**src/hdl/dfls_pkg.sv**
```systemverilog
// Types and constants shared by the distance field level search blocks.
// No dependencies.
package dfls_pkg;
  localparam int NUM_LAYERS = 6;
  localparam int FRAC_BITS = 16;
  localparam int LVL_W = FRAC_BITS + 1;
  localparam int DST_W = 16;
  localparam int CFG_IDX_W = 3;
  localparam int CFG_DAT_W = 17;

  localparam logic [CFG_IDX_W-1:0] REG_DESIRED = 3'd6;
  localparam logic [CFG_IDX_W-1:0] REG_LAYERS = 3'd7;

  typedef struct packed {
    logic [7:0] start_level;
    logic signed [DST_W-1:0] layer_dist_0;
    logic signed [DST_W-1:0] layer_dist_1;
    logic signed [DST_W-1:0] layer_dist_2;
    logic signed [DST_W-1:0] layer_dist_3;
    logic signed [DST_W-1:0] layer_dist_4;
    logic signed [DST_W-1:0] layer_dist_5;
  } dfls_in_t;

  typedef struct packed {
    logic [LVL_W-1:0] level_value;
    logic [7:0] level_index;
    logic found;
  } dfls_out_t;

  // queue word: clamped start, denominator, distances
  typedef struct packed {
    logic [7:0] start;
    logic [7:0] denom;
    logic signed [DST_W-1:0] dist0;
    logic signed [DST_W-1:0] dist1;
    logic signed [DST_W-1:0] dist2;
    logic signed [DST_W-1:0] dist3;
    logic signed [DST_W-1:0] dist4;
    logic signed [DST_W-1:0] dist5;
  } dfls_job_t;
endpackage

```
**src/hdl/dfls_front.sv**
```systemverilog
// Front: takes commands, clamps start level, pushes jobs to a two-entry queue.
// Depends on dfls_pkg.
module dfls_front (
  input  logic                 clk_i,
  input  logic                 rst_ni,
  input  logic                 start,
  output logic                 busy,
  input  dfls_pkg::dfls_in_t   in_i,
  input  logic [8:0]           levels_i,
  input  logic                 pop_i,
  output logic                 job_valid_o,
  output dfls_pkg::dfls_job_t  job_o
);
  import dfls_pkg::*;

  dfls_job_t q_q [2];
  dfls_job_t job_d;
  logic [1:0] cnt_q, cnt_d;
  logic rd_q, rd_d, wr_q, wr_d;
  logic push;
  logic [8:0] lv;
  logic [7:0] dn;

  assign busy = (cnt_q == 2'd2);
  assign push = start && !busy;
  assign job_valid_o = (cnt_q != 2'd0);
  assign job_o = q_q[rd_q];

  always_comb begin
    lv = levels_i;
    if (lv < 9'd2) lv = 9'd2;
    if (lv > 9'd256) lv = 9'd256;
    dn = 8'(lv - 9'd1);
    job_d.denom = dn;
    job_d.start = (in_i.start_level > dn) ? dn : in_i.start_level;
    job_d.dist0 = in_i.layer_dist_0;
    job_d.dist1 = in_i.layer_dist_1;
    job_d.dist2 = in_i.layer_dist_2;
    job_d.dist3 = in_i.layer_dist_3;
    job_d.dist4 = in_i.layer_dist_4;
    job_d.dist5 = in_i.layer_dist_5;
    cnt_d = cnt_q + {1'b0, push} - {1'b0, pop_i};
    rd_d = pop_i ? ~rd_q : rd_q;
    wr_d = push ? ~wr_q : wr_q;
  end

  always_ff @(posedge clk_i) begin
    if (push) q_q[wr_q] <= job_d;
  end

  always_ff @(posedge clk_i or negedge rst_ni) begin
    if (!rst_ni) begin
      cnt_q <= '0;
      rd_q <= 1'b0;
      wr_q <= 1'b0;
    end else begin
      cnt_q <= cnt_d;
      rd_q <= rd_d;
      wr_q <= wr_d;
    end
  end

`ifndef SYNTHESIS
  a_no_pop_empty: assert property (@(posedge clk_i) disable iff (!rst_ni)
    pop_i |-> cnt_q != 2'd0) else $error("pop from empty queue");
  a_cnt_range: assert property (@(posedge clk_i) disable iff (!rst_ni)
    cnt_q != 2'd3) else $error("queue count overflow");
  a_full_busy: assert property (@(posedge clk_i) disable iff (!rst_ni)
    (cnt_q == 2'd2 && !pop_i) |=> busy) else $error("full queue lost");
`endif
endmodule

```
**src/hdl/dfls_back.sv**
```systemverilog
// Back: per job, walks levels downward; per level a small sequencer forms p,
// finds the bracket, and tests the interpolation sign. Depends on dfls_pkg.
module dfls_back (
  input  logic                 clk_i,
  input  logic                 rst_ni,
  input  logic                 job_valid_i,
  input  dfls_pkg::dfls_job_t  job_i,
  output logic                 pop_o,
  input  logic [dfls_pkg::LVL_W-1:0] lvl_i [dfls_pkg::NUM_LAYERS],
  input  logic [2:0]           layers_i,
  output logic                 res_valid_o,
  output dfls_pkg::dfls_out_t  res_o
);
  import dfls_pkg::*;

  localparam logic [2:0] S_IDLE = 3'd0, S_DIV = 3'd1, S_SRCH = 3'd2,
                         S_MUL = 3'd3, S_SUM = 3'd4;
  localparam int DIVW = 8 + FRAC_BITS + 1;
  localparam logic [LVL_W-1:0] ONE = LVL_W'(1) << FRAC_BITS;

  logic [2:0] st_q, st_d;
  dfls_job_t job_q;
  logic [7:0] d_q, d_d;
  logic [DIVW-1:0] num_q, num_d;
  logic [8:0] rem_q, rem_d;
  logic [LVL_W-1:0] p_q, p_d;
  logic [4:0] bit_q, bit_d;
  logic [2:0] k_q, k_d, l0_q, l0_d;
  logic hit_q, hit_d;
  logic signed [LVL_W+1:0] a_q, b_q;
  logic signed [LVL_W+DST_W+1:0] m0_q, m1_q;
  logic same_q, dneg_q;
  logic [2:0] n;
  logic [LVL_W-1:0] c [NUM_LAYERS];
  logic signed [DST_W-1:0] dv [NUM_LAYERS];
  logic [9:0] r2;
  logic [2:0] l0, l1;
  logic pass;
  logic signed [LVL_W+DST_W+2:0] s;
  logic signed [LVL_W+1:0] dl;
  dfls_out_t res_d;
  logic rv_d;

  always_comb begin
    n = layers_i;
    if (n < 3'd2) n = 3'd2;
    if (n > 3'(NUM_LAYERS)) n = 3'(NUM_LAYERS);
    for (int i = 0; i < NUM_LAYERS; i++) c[i] = (lvl_i[i] > ONE) ? ONE : lvl_i[i];
    dv[0] = job_q.dist0; dv[1] = job_q.dist1; dv[2] = job_q.dist2;
    dv[3] = job_q.dist3; dv[4] = job_q.dist4; dv[5] = job_q.dist5;
  end

  always_comb begin
    st_d = st_q; d_d = d_q; num_d = num_q; rem_d = rem_q; p_d = p_q;
    bit_d = bit_q; k_d = k_q; l0_d = l0_q; hit_d = hit_q;
    pop_o = 1'b0; rv_d = 1'b0; res_d = '0;
    r2 = '0; pass = 1'b0; s = '0;
    dl = '0;
    case (st_q)
      S_IDLE: begin
        if (job_valid_i) begin
          pop_o = 1'b1;
          d_d = job_i.start;
          num_d = DIVW'({job_i.start, {FRAC_BITS{1'b0}}}) + DIVW'(job_i.denom >> 1);
          rem_d = '0; p_d = '0; bit_d = 5'(DIVW - 1);
          st_d = S_DIV;
        end
      end
      S_DIV: begin
        r2 = {rem_q, num_q[bit_q]};
        if (r2 >= {2'b0, job_q.denom}) begin
          rem_d = 9'(r2 - {2'b0, job_q.denom});
          if (bit_q < 5'(LVL_W)) p_d[bit_q[$clog2(LVL_W)-1:0]] = 1'b1;
        end else rem_d = r2[8:0];
        if (bit_q == 5'd0) begin
          st_d = S_SRCH; k_d = '0; hit_d = 1'b0;
        end else bit_d = bit_q - 5'd1;
      end
      S_SRCH: begin
        if (!hit_q && (k_q < n - 3'd1) && p_q >= c[k_q] && p_q <= c[k_q + 3'd1]) begin
          hit_d = 1'b1; l0_d = k_q;
        end
        if (k_q >= n - 3'd2) begin
          st_d = S_MUL;
          if (!hit_d) l0_d = (p_q >= c[n - 3'd1]) ? n - 3'd1 : 3'd0;
        end else k_d = k_q + 3'd1;
      end
      S_MUL: st_d = S_SUM;
      S_SUM: begin
        s = (LVL_W+DST_W+3)'(m0_q) + (LVL_W+DST_W+3)'(m1_q);
        dl = a_q + b_q;
        if (same_q || dl == '0) pass = dneg_q;
        else if (dl > 0) pass = (s <= 0);
        else pass = (s >= 0);
        if (pass || d_q == 8'd0) begin
          rv_d = 1'b1;
          res_d.found = pass;
          res_d.level_value = pass ? p_q : '0;
          res_d.level_index = pass ? d_q : '0;
          st_d = S_IDLE;
        end else begin
          d_d = d_q - 8'd1;
          num_d = DIVW'({d_d, {FRAC_BITS{1'b0}}}) + DIVW'(job_q.denom >> 1);
          rem_d = '0; p_d = '0; bit_d = 5'(DIVW - 1);
          st_d = S_DIV;
        end
      end
      default: st_d = S_IDLE;
    endcase
    l0 = l0_d;
    l1 = (l0_d + 3'd1 < n) ? l0_d + 3'd1 : n - 3'd1;
  end

  // registered multiply stage operands
  always_ff @(posedge clk_i) begin
    if (st_q == S_IDLE && job_valid_i) job_q <= job_i;
    if (st_q == S_SRCH) begin
      a_q <= $signed({2'b0, c[l1]}) - $signed({2'b0, p_q});
      b_q <= $signed({2'b0, p_q}) - $signed({2'b0, c[l0]});
      same_q <= (l0 == l1);
      dneg_q <= (dv[l0] <= 0);
    end
    if (st_q == S_MUL) begin
      m0_q <= a_q * dv[l0];
      m1_q <= b_q * dv[l1];
    end
  end

  always_ff @(posedge clk_i or negedge rst_ni) begin
    if (!rst_ni) begin
      st_q <= S_IDLE; res_valid_o <= 1'b0; res_o <= '0;
      d_q <= '0; num_q <= '0; rem_q <= '0; p_q <= '0; bit_q <= '0;
      k_q <= '0; l0_q <= '0; hit_q <= 1'b0;
    end else begin
      st_q <= st_d; res_valid_o <= rv_d; res_o <= res_d;
      d_q <= d_d; num_q <= num_d; rem_q <= rem_d; p_q <= p_d; bit_q <= bit_d;
      k_q <= k_d; l0_q <= l0_d; hit_q <= hit_d;
    end
  end

`ifndef SYNTHESIS
  a_res_idle: assert property (@(posedge clk_i) disable iff (!rst_ni)
    res_valid_o |-> st_q == S_IDLE) else $error("result outside idle");
  a_p_range: assert property (@(posedge clk_i) disable iff (!rst_ni)
    st_q == S_SRCH |-> p_q <= ONE) else $error("level above one");
  a_nf_zero: assert property (@(posedge clk_i) disable iff (!rst_ni)
    (res_valid_o && !res_o.found) |-> res_o.level_index == 8'd0)
    else $error("nonzero index without hit");
`endif
endmodule

```
**src/hdl/distance_field_level_search_unit.sv**
```systemverilog
// Top level of the distance field level search: config registers, front, back.
// Depends on dfls_pkg, dfls_front, dfls_back.
//
// channel  | ports                         | handshake
// command  | start, busy, in_i             | start && !busy
// result   | res_valid_o, res_o            | strobe, one cycle
// config   | cfg_we_i, cfg_idx_i, cfg_dat_i| write on cfg_we_i
// Per level: restoring division for p, a bracket search over the layers, then a
// multiply and a sign test; levels are walked down from start until a pass or
// level zero. A two-word queue lets commands land while the back works; busy
// rises when it is full. Reset loads the register defaults.
module distance_field_level_search_unit (
  input  logic                 clk_i,
  input  logic                 rst_ni,
  input  logic                 start,
  output logic                 busy,
  input  dfls_pkg::dfls_in_t   in_i,
  output logic                 res_valid_o,
  output dfls_pkg::dfls_out_t  res_o,
  input  logic                 cfg_we_i,
  input  logic [dfls_pkg::CFG_IDX_W-1:0] cfg_idx_i,
  input  logic [dfls_pkg::CFG_DAT_W-1:0] cfg_dat_i
);
  import dfls_pkg::*;

  logic [LVL_W-1:0] lvl_q [NUM_LAYERS];
  logic [8:0] levels_q;
  logic [2:0] layers_q;
  logic pop, jv;
  dfls_job_t job;

  always_ff @(posedge clk_i or negedge rst_ni) begin
    if (!rst_ni) begin
      lvl_q[0] <= 17'd0; lvl_q[1] <= 17'd13107; lvl_q[2] <= 17'd26214;
      lvl_q[3] <= 17'd39322; lvl_q[4] <= 17'd52429; lvl_q[5] <= 17'd65536;
      levels_q <= 9'd256; layers_q <= 3'd6;
    end else if (cfg_we_i) begin
      if (cfg_idx_i == REG_DESIRED) levels_q <= cfg_dat_i[8:0];
      else if (cfg_idx_i == REG_LAYERS) layers_q <= cfg_dat_i[2:0];
      else lvl_q[cfg_idx_i] <= cfg_dat_i;
    end
  end

  dfls_front u_front (
    .clk_i, .rst_ni, .start, .busy, .in_i, .levels_i(levels_q),
    .pop_i(pop), .job_valid_o(jv), .job_o(job)
  );

  dfls_back u_back (
    .clk_i, .rst_ni, .job_valid_i(jv), .job_i(job), .pop_o(pop),
    .lvl_i(lvl_q), .layers_i(layers_q), .res_valid_o, .res_o
  );
endmodule
```
**config.mk**
```make
export PLATFORM = sky130hd
export DESIGN_NAME = distance_field_level_search_unit
export DESIGN_NICKNAME = d
export VERILOG_FILES = /design/src/hdl/dfls_pkg.sv /design/src/hdl/dfls_front.sv /design/src/hdl/dfls_back.sv /design/src/hdl/distance_field_level_search_unit.sv
export SDC_FILE = /design/constraint.sdc
export NUM_CORES = 2
export LEC_CHECK = 0
export ABC_AREA = 1
export BUFFER_PORTS_ARGS = -buffer_cell sky130_fd_sc_hd__clkbuf_2
export CORE_MARGIN = 5
export CORE_UTILIZATION = 48
export DETAILED_ROUTE_END_ITERATION = 10
export PLACE_DENSITY = 0.66
export SLEW_MARGIN = 30
export SYNTH_ARGS = -nofsm -noshare
export SYNTH_HDL_FRONTEND = slang
export SYNTH_HIERARCHICAL = 1
export SYNTH_SLANG_ARGS = --single-unit
```
**constraint.sdc**
```tcl
create_clock -name clk_i -period 13.1 [get_ports clk_i]
set_clock_uncertainty 0.05 [all_clocks]
set_input_delay 3.93 -clock clk_i [delete_from_list [all_inputs] [get_ports clk_i]]
set_output_delay 3.93 -clock clk_i [all_outputs]
set_load 0.05 [all_outputs]
```
# Yosys cells after proc, flatten, opt, wreduce, memory -nomap -nowiden

Memories as Yosys holds them, arrays and structs flattened.
Cells that the tools add are included.

Input port bits: 128
Memories: 1
Flip-flop bits (word level): 431
Output and inout port bits: 28
Word-level logic and storage cells: 233
RAM bits: 224

Memories:

| memory      | words | width | read ports | clocked after Yosys merged registers in | write ports | RTL line         | text |
|---|---|---|---|---|---|---|---|
| u_front.q_q | 2     | 112   | 1          | 0                                       | 1           | dfls_front.sv:16 | `dfls_job_t q_q [2];` |

Muxes and demuxes: 89
Reduce and logical (&&, ||, !) cells: 29
Eq/ne operators: 16
Order comparisons: 32
$mul: 2
Bitwise operators: 11
$add $sub $neg: 16

Operators with widths:

| cell                 | number |
|---|---|
| $mux 17              | 22 |
| $bmux 17 s3          | 5 |
| $bwmux 102           | 1 |
| $gt 17x17->1 const B | 6 |
| $bmux 16 s3          | 2 |
| $mul 18x16->34       | 2 |
| $mux 16              | 4 |
| $mux 26              | 2 |
| $demux 17 s3         | 1 |
| $pmux 17 s3          | 1 |
| $add 24x7->25        | 2 |
| $mux 25              | 2 |
| $pmux 25 s2          | 1 |
| $mux 8               | 5 |
| $mux 3               | 13 |
| $add 35x35->36       | 1 |
| $ge 36x1->1 const B  | 1 |
| $le 36x1->1 const B  | 1 |
| $mux 9               | 4 |
| $sub 17x17->18       | 2 |
| $ge 17x17->1         | 2 |
| $pmux 9 s3           | 1 |
| $ge 4x4->1 const B   | 6 |
| $not 3->4            | 6 |
| 55 further kinds     | 102 |

# Logic depth before layout (Yosys ltp)

Depth in word-level cells: 22
Mapped depth: 76
Mapped depth without buffers: 70

# Modules after synthesis

Netlist, hierarchy kept.

By module, submodules not included:

| module                           | area each (um^2) | seq. area each (um^2) | instances | cells each |
|---|---|---|---|---|
| dfls_back                        | 45,269.7         | 8,383.0               | 1         | 5,814 |
| dfls_front                       | 8,847.2          | 6,826.5               | 1         | 473 |
| distance_field_level_search_unit | 4,588.2          | 2,899.0               | 1         | 506 |

# Worst setup path after synthesis

No wires, ideal clock.

Path type: flip-flop to flip-flop
Start: register layers_q[2]
End: register u_back.m1_q[29], data pin
Cell stages (with the launch flop): 64
Arrival time: 11.983 ns
Slack: 0.808 ns
Buffers on the path: 8
Setup time: 0.259 ns
Cell sequence: dfstp_2 nand2_1 nand2_1 nor2_1 buf_2 inv_2 clkbuf_1 buf_1 ha_1 clkinv_1 nor2_1 inv_1 a21oi_1 a22oi_1 ha_1 nand2_1 nor2_1 inv_1 (+28 left out) fa_1 fa_1 inv_1 fa_1 inv_1 ha_1 a21oi_1 a21boi_0 o21ai_0 a21boi_0 inv_1 nand2_1 nand2_1 a21oi_1 o21ai_0 nand2_1 nand2_1 xor2_1

Cells in the longest elaborated chain, start to end: 22
Elaborated cells between the ends (all ways): 31

RTL lines:

| what                                                                                   | RTL line                               | text |
|---|---|---|
| from (decl)                                                                            | distance_field_level_search_unit.sv:28 | `logic [2:0] layers_q;` |
| from (signal assigned)                                                                 | distance_field_level_search_unit.sv:39 | `else if (cfg_idx_i == REG_LAYERS) layers_q <= cfg_dat_i[2:0];` |
| $lt 3x2->1                                                                             | dfls_back.sv:46                        | `if (n < 3'd2) n = 3'd2;` |
| $mux 3 *                                                                               | dfls_back.sv:46                        |  |
| $gt 3x3->1                                                                             | dfls_back.sv:47                        | `if (n > 3'(NUM_LAYERS)) n = 3'(NUM_LAYERS);` |
| $mux 3 *                                                                               | dfls_back.sv:47                        |  |
| $sub 3x1->3                                                                            | dfls_back.sv:80, dfls_back.sv:85       |  |
| $not 3->4 (not written as such) / $lt 3x3->1 (equally long branches)                   | dfls_back.sv:85, dfls_back.sv:80       |  |
| $bmux 17 s3 / $logic_and 1x1->1 (equally long branches)                                | dfls_back.sv:85, dfls_back.sv:80       |  |
| $mux 17 (not written as such) / $logic_and 1x1->1 (equally long branches) (2 in a row) | dfls_back.sv:85, dfls_back.sv:80       |  |
| (+5 left out)                                                                          | n/a                                    |  |
| via u_back.l0[0]                                                                       | dfls_back.sv:37                        | `logic [2:0] l0, l1;` |
| $add 3x1->3 *                                                                          | dfls_back.sv:111                       | `l1 = (l0_d + 3'd1 < n) ? l0_d + 3'd1 : n - 3'd1;` |
| $lt 3x3->1                                                                             | dfls_back.sv:111                       |  |
| $mux 3 *                                                                               | dfls_back.sv:111                       |  |
| $not 3->4 (not written as such) *                                                      | dfls_back.sv:125                       | `m1_q <= b_q * dv[l1];` |
| $bmux 16 s3 *                                                                          | dfls_back.sv:125                       |  |
| $mux 16 (not written as such) * (2 in a row)                                           | dfls_back.sv:125                       |  |
| $mul 18x16->34 *                                                                       | dfls_back.sv:125                       |  |
| to (signal assigned)                                                                   | dfls_back.sv:125                       |  |
| to (decl)                                                                              | dfls_back.sv:31                        | `logic signed [LVL_W+DST_W+1:0] m0_q, m1_q;` |

Mark *: on every way through the listed nets, which the timed path passes. The rest lies on a longest branch. The select of a mux whose other input is x is not followed.
A chain may end at the register's enable or synchronous reset.

# Worst setup path after layout

Start: register lvl_q[26] in the netlist's numbering
End: register u_back.m1_q[29], data pin

Cells in the longest elaborated chain, start to end: 21
Elaborated cells between the ends (all ways): 31

RTL lines:

| what                                         | RTL line                               | text |
|---|---|---|
| from (decl)                                  | distance_field_level_search_unit.sv:26 | `logic [LVL_W-1:0] lvl_q [NUM_LAYERS];` |
| from (signal, indexed assignment)            | distance_field_level_search_unit.sv:40 | `else lvl_q[cfg_idx_i] <= cfg_dat_i;` |
| $gt 17x17->1                                 | dfls_back.sv:48                        | `for (int i = 0; i < NUM_LAYERS; i++) c[i] = (lvl_i[i] > ONE) ? ONE : lvl_i[i];` |
| $mux 17 *                                    | dfls_back.sv:48                        |  |
| $bmux 17 s3                                  | dfls_back.sv:80                        | `if (!hit_q && (k_q < n - 3'd1) && p_q >= c[k_q] && p_q <= c[k_q + 3'd1]) begin` |
| $mux 17 (not written as such) (2 in a row)   | dfls_back.sv:80                        |  |
| $ge 17x17->1                                 | dfls_back.sv:80                        |  |
| $logic_and 1x1->1 (2 in a row)               | dfls_back.sv:80                        |  |
| $mux 1                                       | dfls_back.sv:80                        |  |
| $mux 1                                       | dfls_back.sv:59                        | `case (st_q)` |
| (+2 left out)                                | n/a                                    |  |
| $mux 3 *                                     | dfls_back.sv:59                        |  |
| $add 3x1->3 *                                | dfls_back.sv:111                       |  |
| $lt 3x3->1                                   | dfls_back.sv:111                       |  |
| $mux 3 *                                     | dfls_back.sv:111                       |  |
| $not 3->4 (not written as such) *            | dfls_back.sv:125                       |  |
| $bmux 16 s3 *                                | dfls_back.sv:125                       |  |
| $mux 16 (not written as such) * (2 in a row) | dfls_back.sv:125                       |  |
| $mul 18x16->34 *                             | dfls_back.sv:125                       |  |

Mark *: on every way between the ends. The rest lies on a longest branch, timed or not. The select of a mux whose other input is x is not followed.

==> flow_summary.ini <==
[detailed_routing]
viasPerCell = 5.58
wl_met3_um = 14900
ant_nets = 0
top_layer_used = met4
dr_total_vias = 47854
route.layer.met1.wl_um = 80700
wl_um = 196000
drtIter0Drc = 4797
dr.pass1.iters = 6
remaining_drc_errors = 0
wire_per_inst_um = 22.9
wl_met2_um = 90700

[yosys]
synth_top_area_frac = 0.222
synth.top_cells.by_area = edfxtp_1 (22%), fa_1 (20%), nand2_1 (9.4%)
synth_edf_count = 434
yosysSeqAreaShare = 0.308
synthesis.instances = 6793
synth-async-reset-ratio = 0.317
synth_common_cells = nand2_1 (1469), inv_1 (1109), fa_1 (585)
synth_warnings = 6
synth.most_common_cell = nand2_1
syn_area_um2 = 58700
yosys.area.top_type = edfxtp_1
synthFlopType = edfxtp_1
ys_ff_latch = 635
ys_types = 68
syn_nets = 7851
synth.avg_cell_area_um2 = 8.64

[run]
drv_cap = 0

[clocking]
cts-root-buf = clkbuf_16
clockBufferDepth = 3
h-tree-depth = 3
path_clk_slew_ns = 0.06
cts_made_buffers = 72
post_cts_buffers = 0
clk_latency_ns = 0.70
tritoncts = built
cts_sinks = 635

[placement]
dpl_worst_slack_ns = 0.275
dpl.hpwl_um = 154000
portBuffers = 155
place.gp.congestion = 0.988
post_dp_cell_area_um2 = 61200

[cells_and_area]
drive_gt1_frac = 0.100
syn2layout_area_growth_pct = 8.56
stdcell_area_um2 = 63700
final_nets = 7947
n_fill_cell = 11451

[hold_path]
min_to = lvl_q[19]$_DFFE_PN1P_
min_path_cells = 2
min_from = lvl_q[19]$_DFFE_PN1P_
hp-class = flip-flop to flip-flop

[critical_path]
r2r-start = lvl_q[26]$_DFFE_PN0P_
path_max_fanout = 34
cp_common_cell = nand2_1
path_class = flip-flop to flip-flop
r2r_end = u_back/m1_q[29]$_DFFE_PP_
slowest_stage = or4_1
r2r_slack_ns = 0.53
required_ns = 13.47
startpoint_type = flip-flop
slowest_delay_ns = 0.55
crit_arrival_ns = 12.94
ff2ff_path_depth = 58
crit_path_end_kind = flip-flop

[timing]
hold_viol_final = 0
fin_crit_sh = 0.960
layout_min_cycle_time_ns = 12.57
setup_viol = 0
fmax_mhz = 79.5
finalSetupTns_ns = 0
worst_pin_slew_ns = 0.980
slew_headroom = 0.347
timing.final.max_slew_violations = 0
setup_slack_ns = 0.526

[floorplan]
dieHeight_um = 360
start_util = 0.482
die-width_um = 360
ios = 156
dieArea_um2 = 129000
rows = 128
core_um2 = 122000

[global_route]
grt_max_degree = 100
first_global_vias = 47777
track_usage = 0.298
grt_overflow = 0
antenna_found_initial = 1
grt_pass1_wl_um = 295000

[outcome]
status = finished, final reports clean
## worst max-delay path, delay by kind of cell (launching register included)
family | cells | cell delay [ns]
buf+inv | 10 | 0.70
fa+ha+maj | 10 | 4.13
flops | 1 | 0.41
xor+xnor | 2 | 0.31
simple gates | 25 | 4.26
compound gates | 11 | 2.38
## sequential cells by signal, summed over array words and instances, names as in the netlist, 17 cells and up
name	count
lvl_q	102
u_back/dv	96
u_back/b_q	18
u_back/m0_q	34
u_back/res_o	26
u_back/m1_q	34
u_front/q_q	224
u_back/p_q	17
u_back/a_q	18
## through the flow
stage / hold slack [ns] / instances / util
after global placement: 0.400 / 8440 / 0.503
after floorplan: 0.387 / 6793 / -
final: 0.412 / 8570 / 0.524
after global routing: 0.436 / 8569 / 0.524
after detailed placement: 0.403 / 8440 / 0.503
after CTS: 0.413 / 8569 / 0.523
## cell usage in the layout (no fill, tap or decap), drive strengths merged, types with 9 or more instances in the layout
cell type	synthesis	layout
a21boi	10	10
a21o	12	12
a21oi	351	351
a31oi	15	15
a32oi	14	14
buf	157	126
clkbuf	102	251
clkinv	13	29
dfrtp	164	164
dfstp	37	37
edfxtp	434	434
fa	585	585
ha	345	345
inv	1126	1135
mux2	112	112
nand2	1505	1505
nand3	480	480
nand4	53	53
nor2	574	574
nor3	36	36
nor4	21	21
o211ai	82	82
o21ai	338	338
o21bai	9	9
or2	13	13
xnor2	57	57
xor2	85	85
## timing repair
| action | CTS | global route |
|---|---|---|
| gates resized for setup | 0 | 18 |
| setup endpoints to repair | 0 | 12 |
| hold buffers | 0 | 0 |
## worst max-delay path by stage
stage	slack, ns	endpoint	depth (start not counted)	startpoint
after detailed placement	0.28	u_back/m1_q[29]$_DFFE_PP_	59	lvl_q[26]$_DFFE_PN0P_
after floorplan	0.81	u_back/m1_q[29]$_DFFE_PP_	63	layers_q[2]$_DFFE_PN1P_
after global routing	-0.04	u_back/m1_q[31]$_DFFE_PP_	61	lvl_q[26]$_DFFE_PN0P_
after global placement	0.39	u_back/m1_q[29]$_DFFE_PP_	59	lvl_q[26]$_DFFE_PN0P_
final	0.53	u_back/m1_q[29]$_DFFE_PP_	58	lvl_q[26]$_DFFE_PN0P_
after CTS	0.23	u_back/m1_q[30]$_DFFE_PP_	58	lvl_q[26]$_DFFE_PN0P_
## layer usage
metal  up-vias  global-route usage
li1      22004                   -
met1     23346               0.395
met2      2061               0.489
met3       443              0.0496
met4         0               0.124
met5         -                   0
## cells by family (layout without fill, tap and decap cells)
logic type / Yosys count / count (layout) / synth area share
simple gates: 2698 / 2698 / 0.194
buf+inv: 1398 / 1549 / 0.0959
fa+ha+maj: 930 / 930 / 0.273
compound gates: 878 / 878 / 0.0852
flops: 635 / 635 / 0.308
xor+xnor: 142 / 142 / 0.0216
mux: 112 / 112 / 0.0215
other cells: 0 / 1 / 0
## area by class of cell
| class | count | area, µm² | share of cell area |
|---|---|---|---|
| diodes | 1 | 2.50 | 0.0000393 |
| clock buffers | 96 | 1990 | 0.0313 |
| clock inverters | 33 | 457 | 0.00717 |
| inverters | 1139 | 4280 | 0.0672 |
| multi-input cells | 4760 | 35100 | 0.550 |
| flip-flops and latches | 635 | 18100 | 0.284 |
| well taps | 1625 | 2030 | 0.0319 |
| repair buffers | 281 | 1770 | 0.0278 |
Power is not shown: default switching activity piles up to over one toggle a cycle in this logic, so the estimate is an artifact.
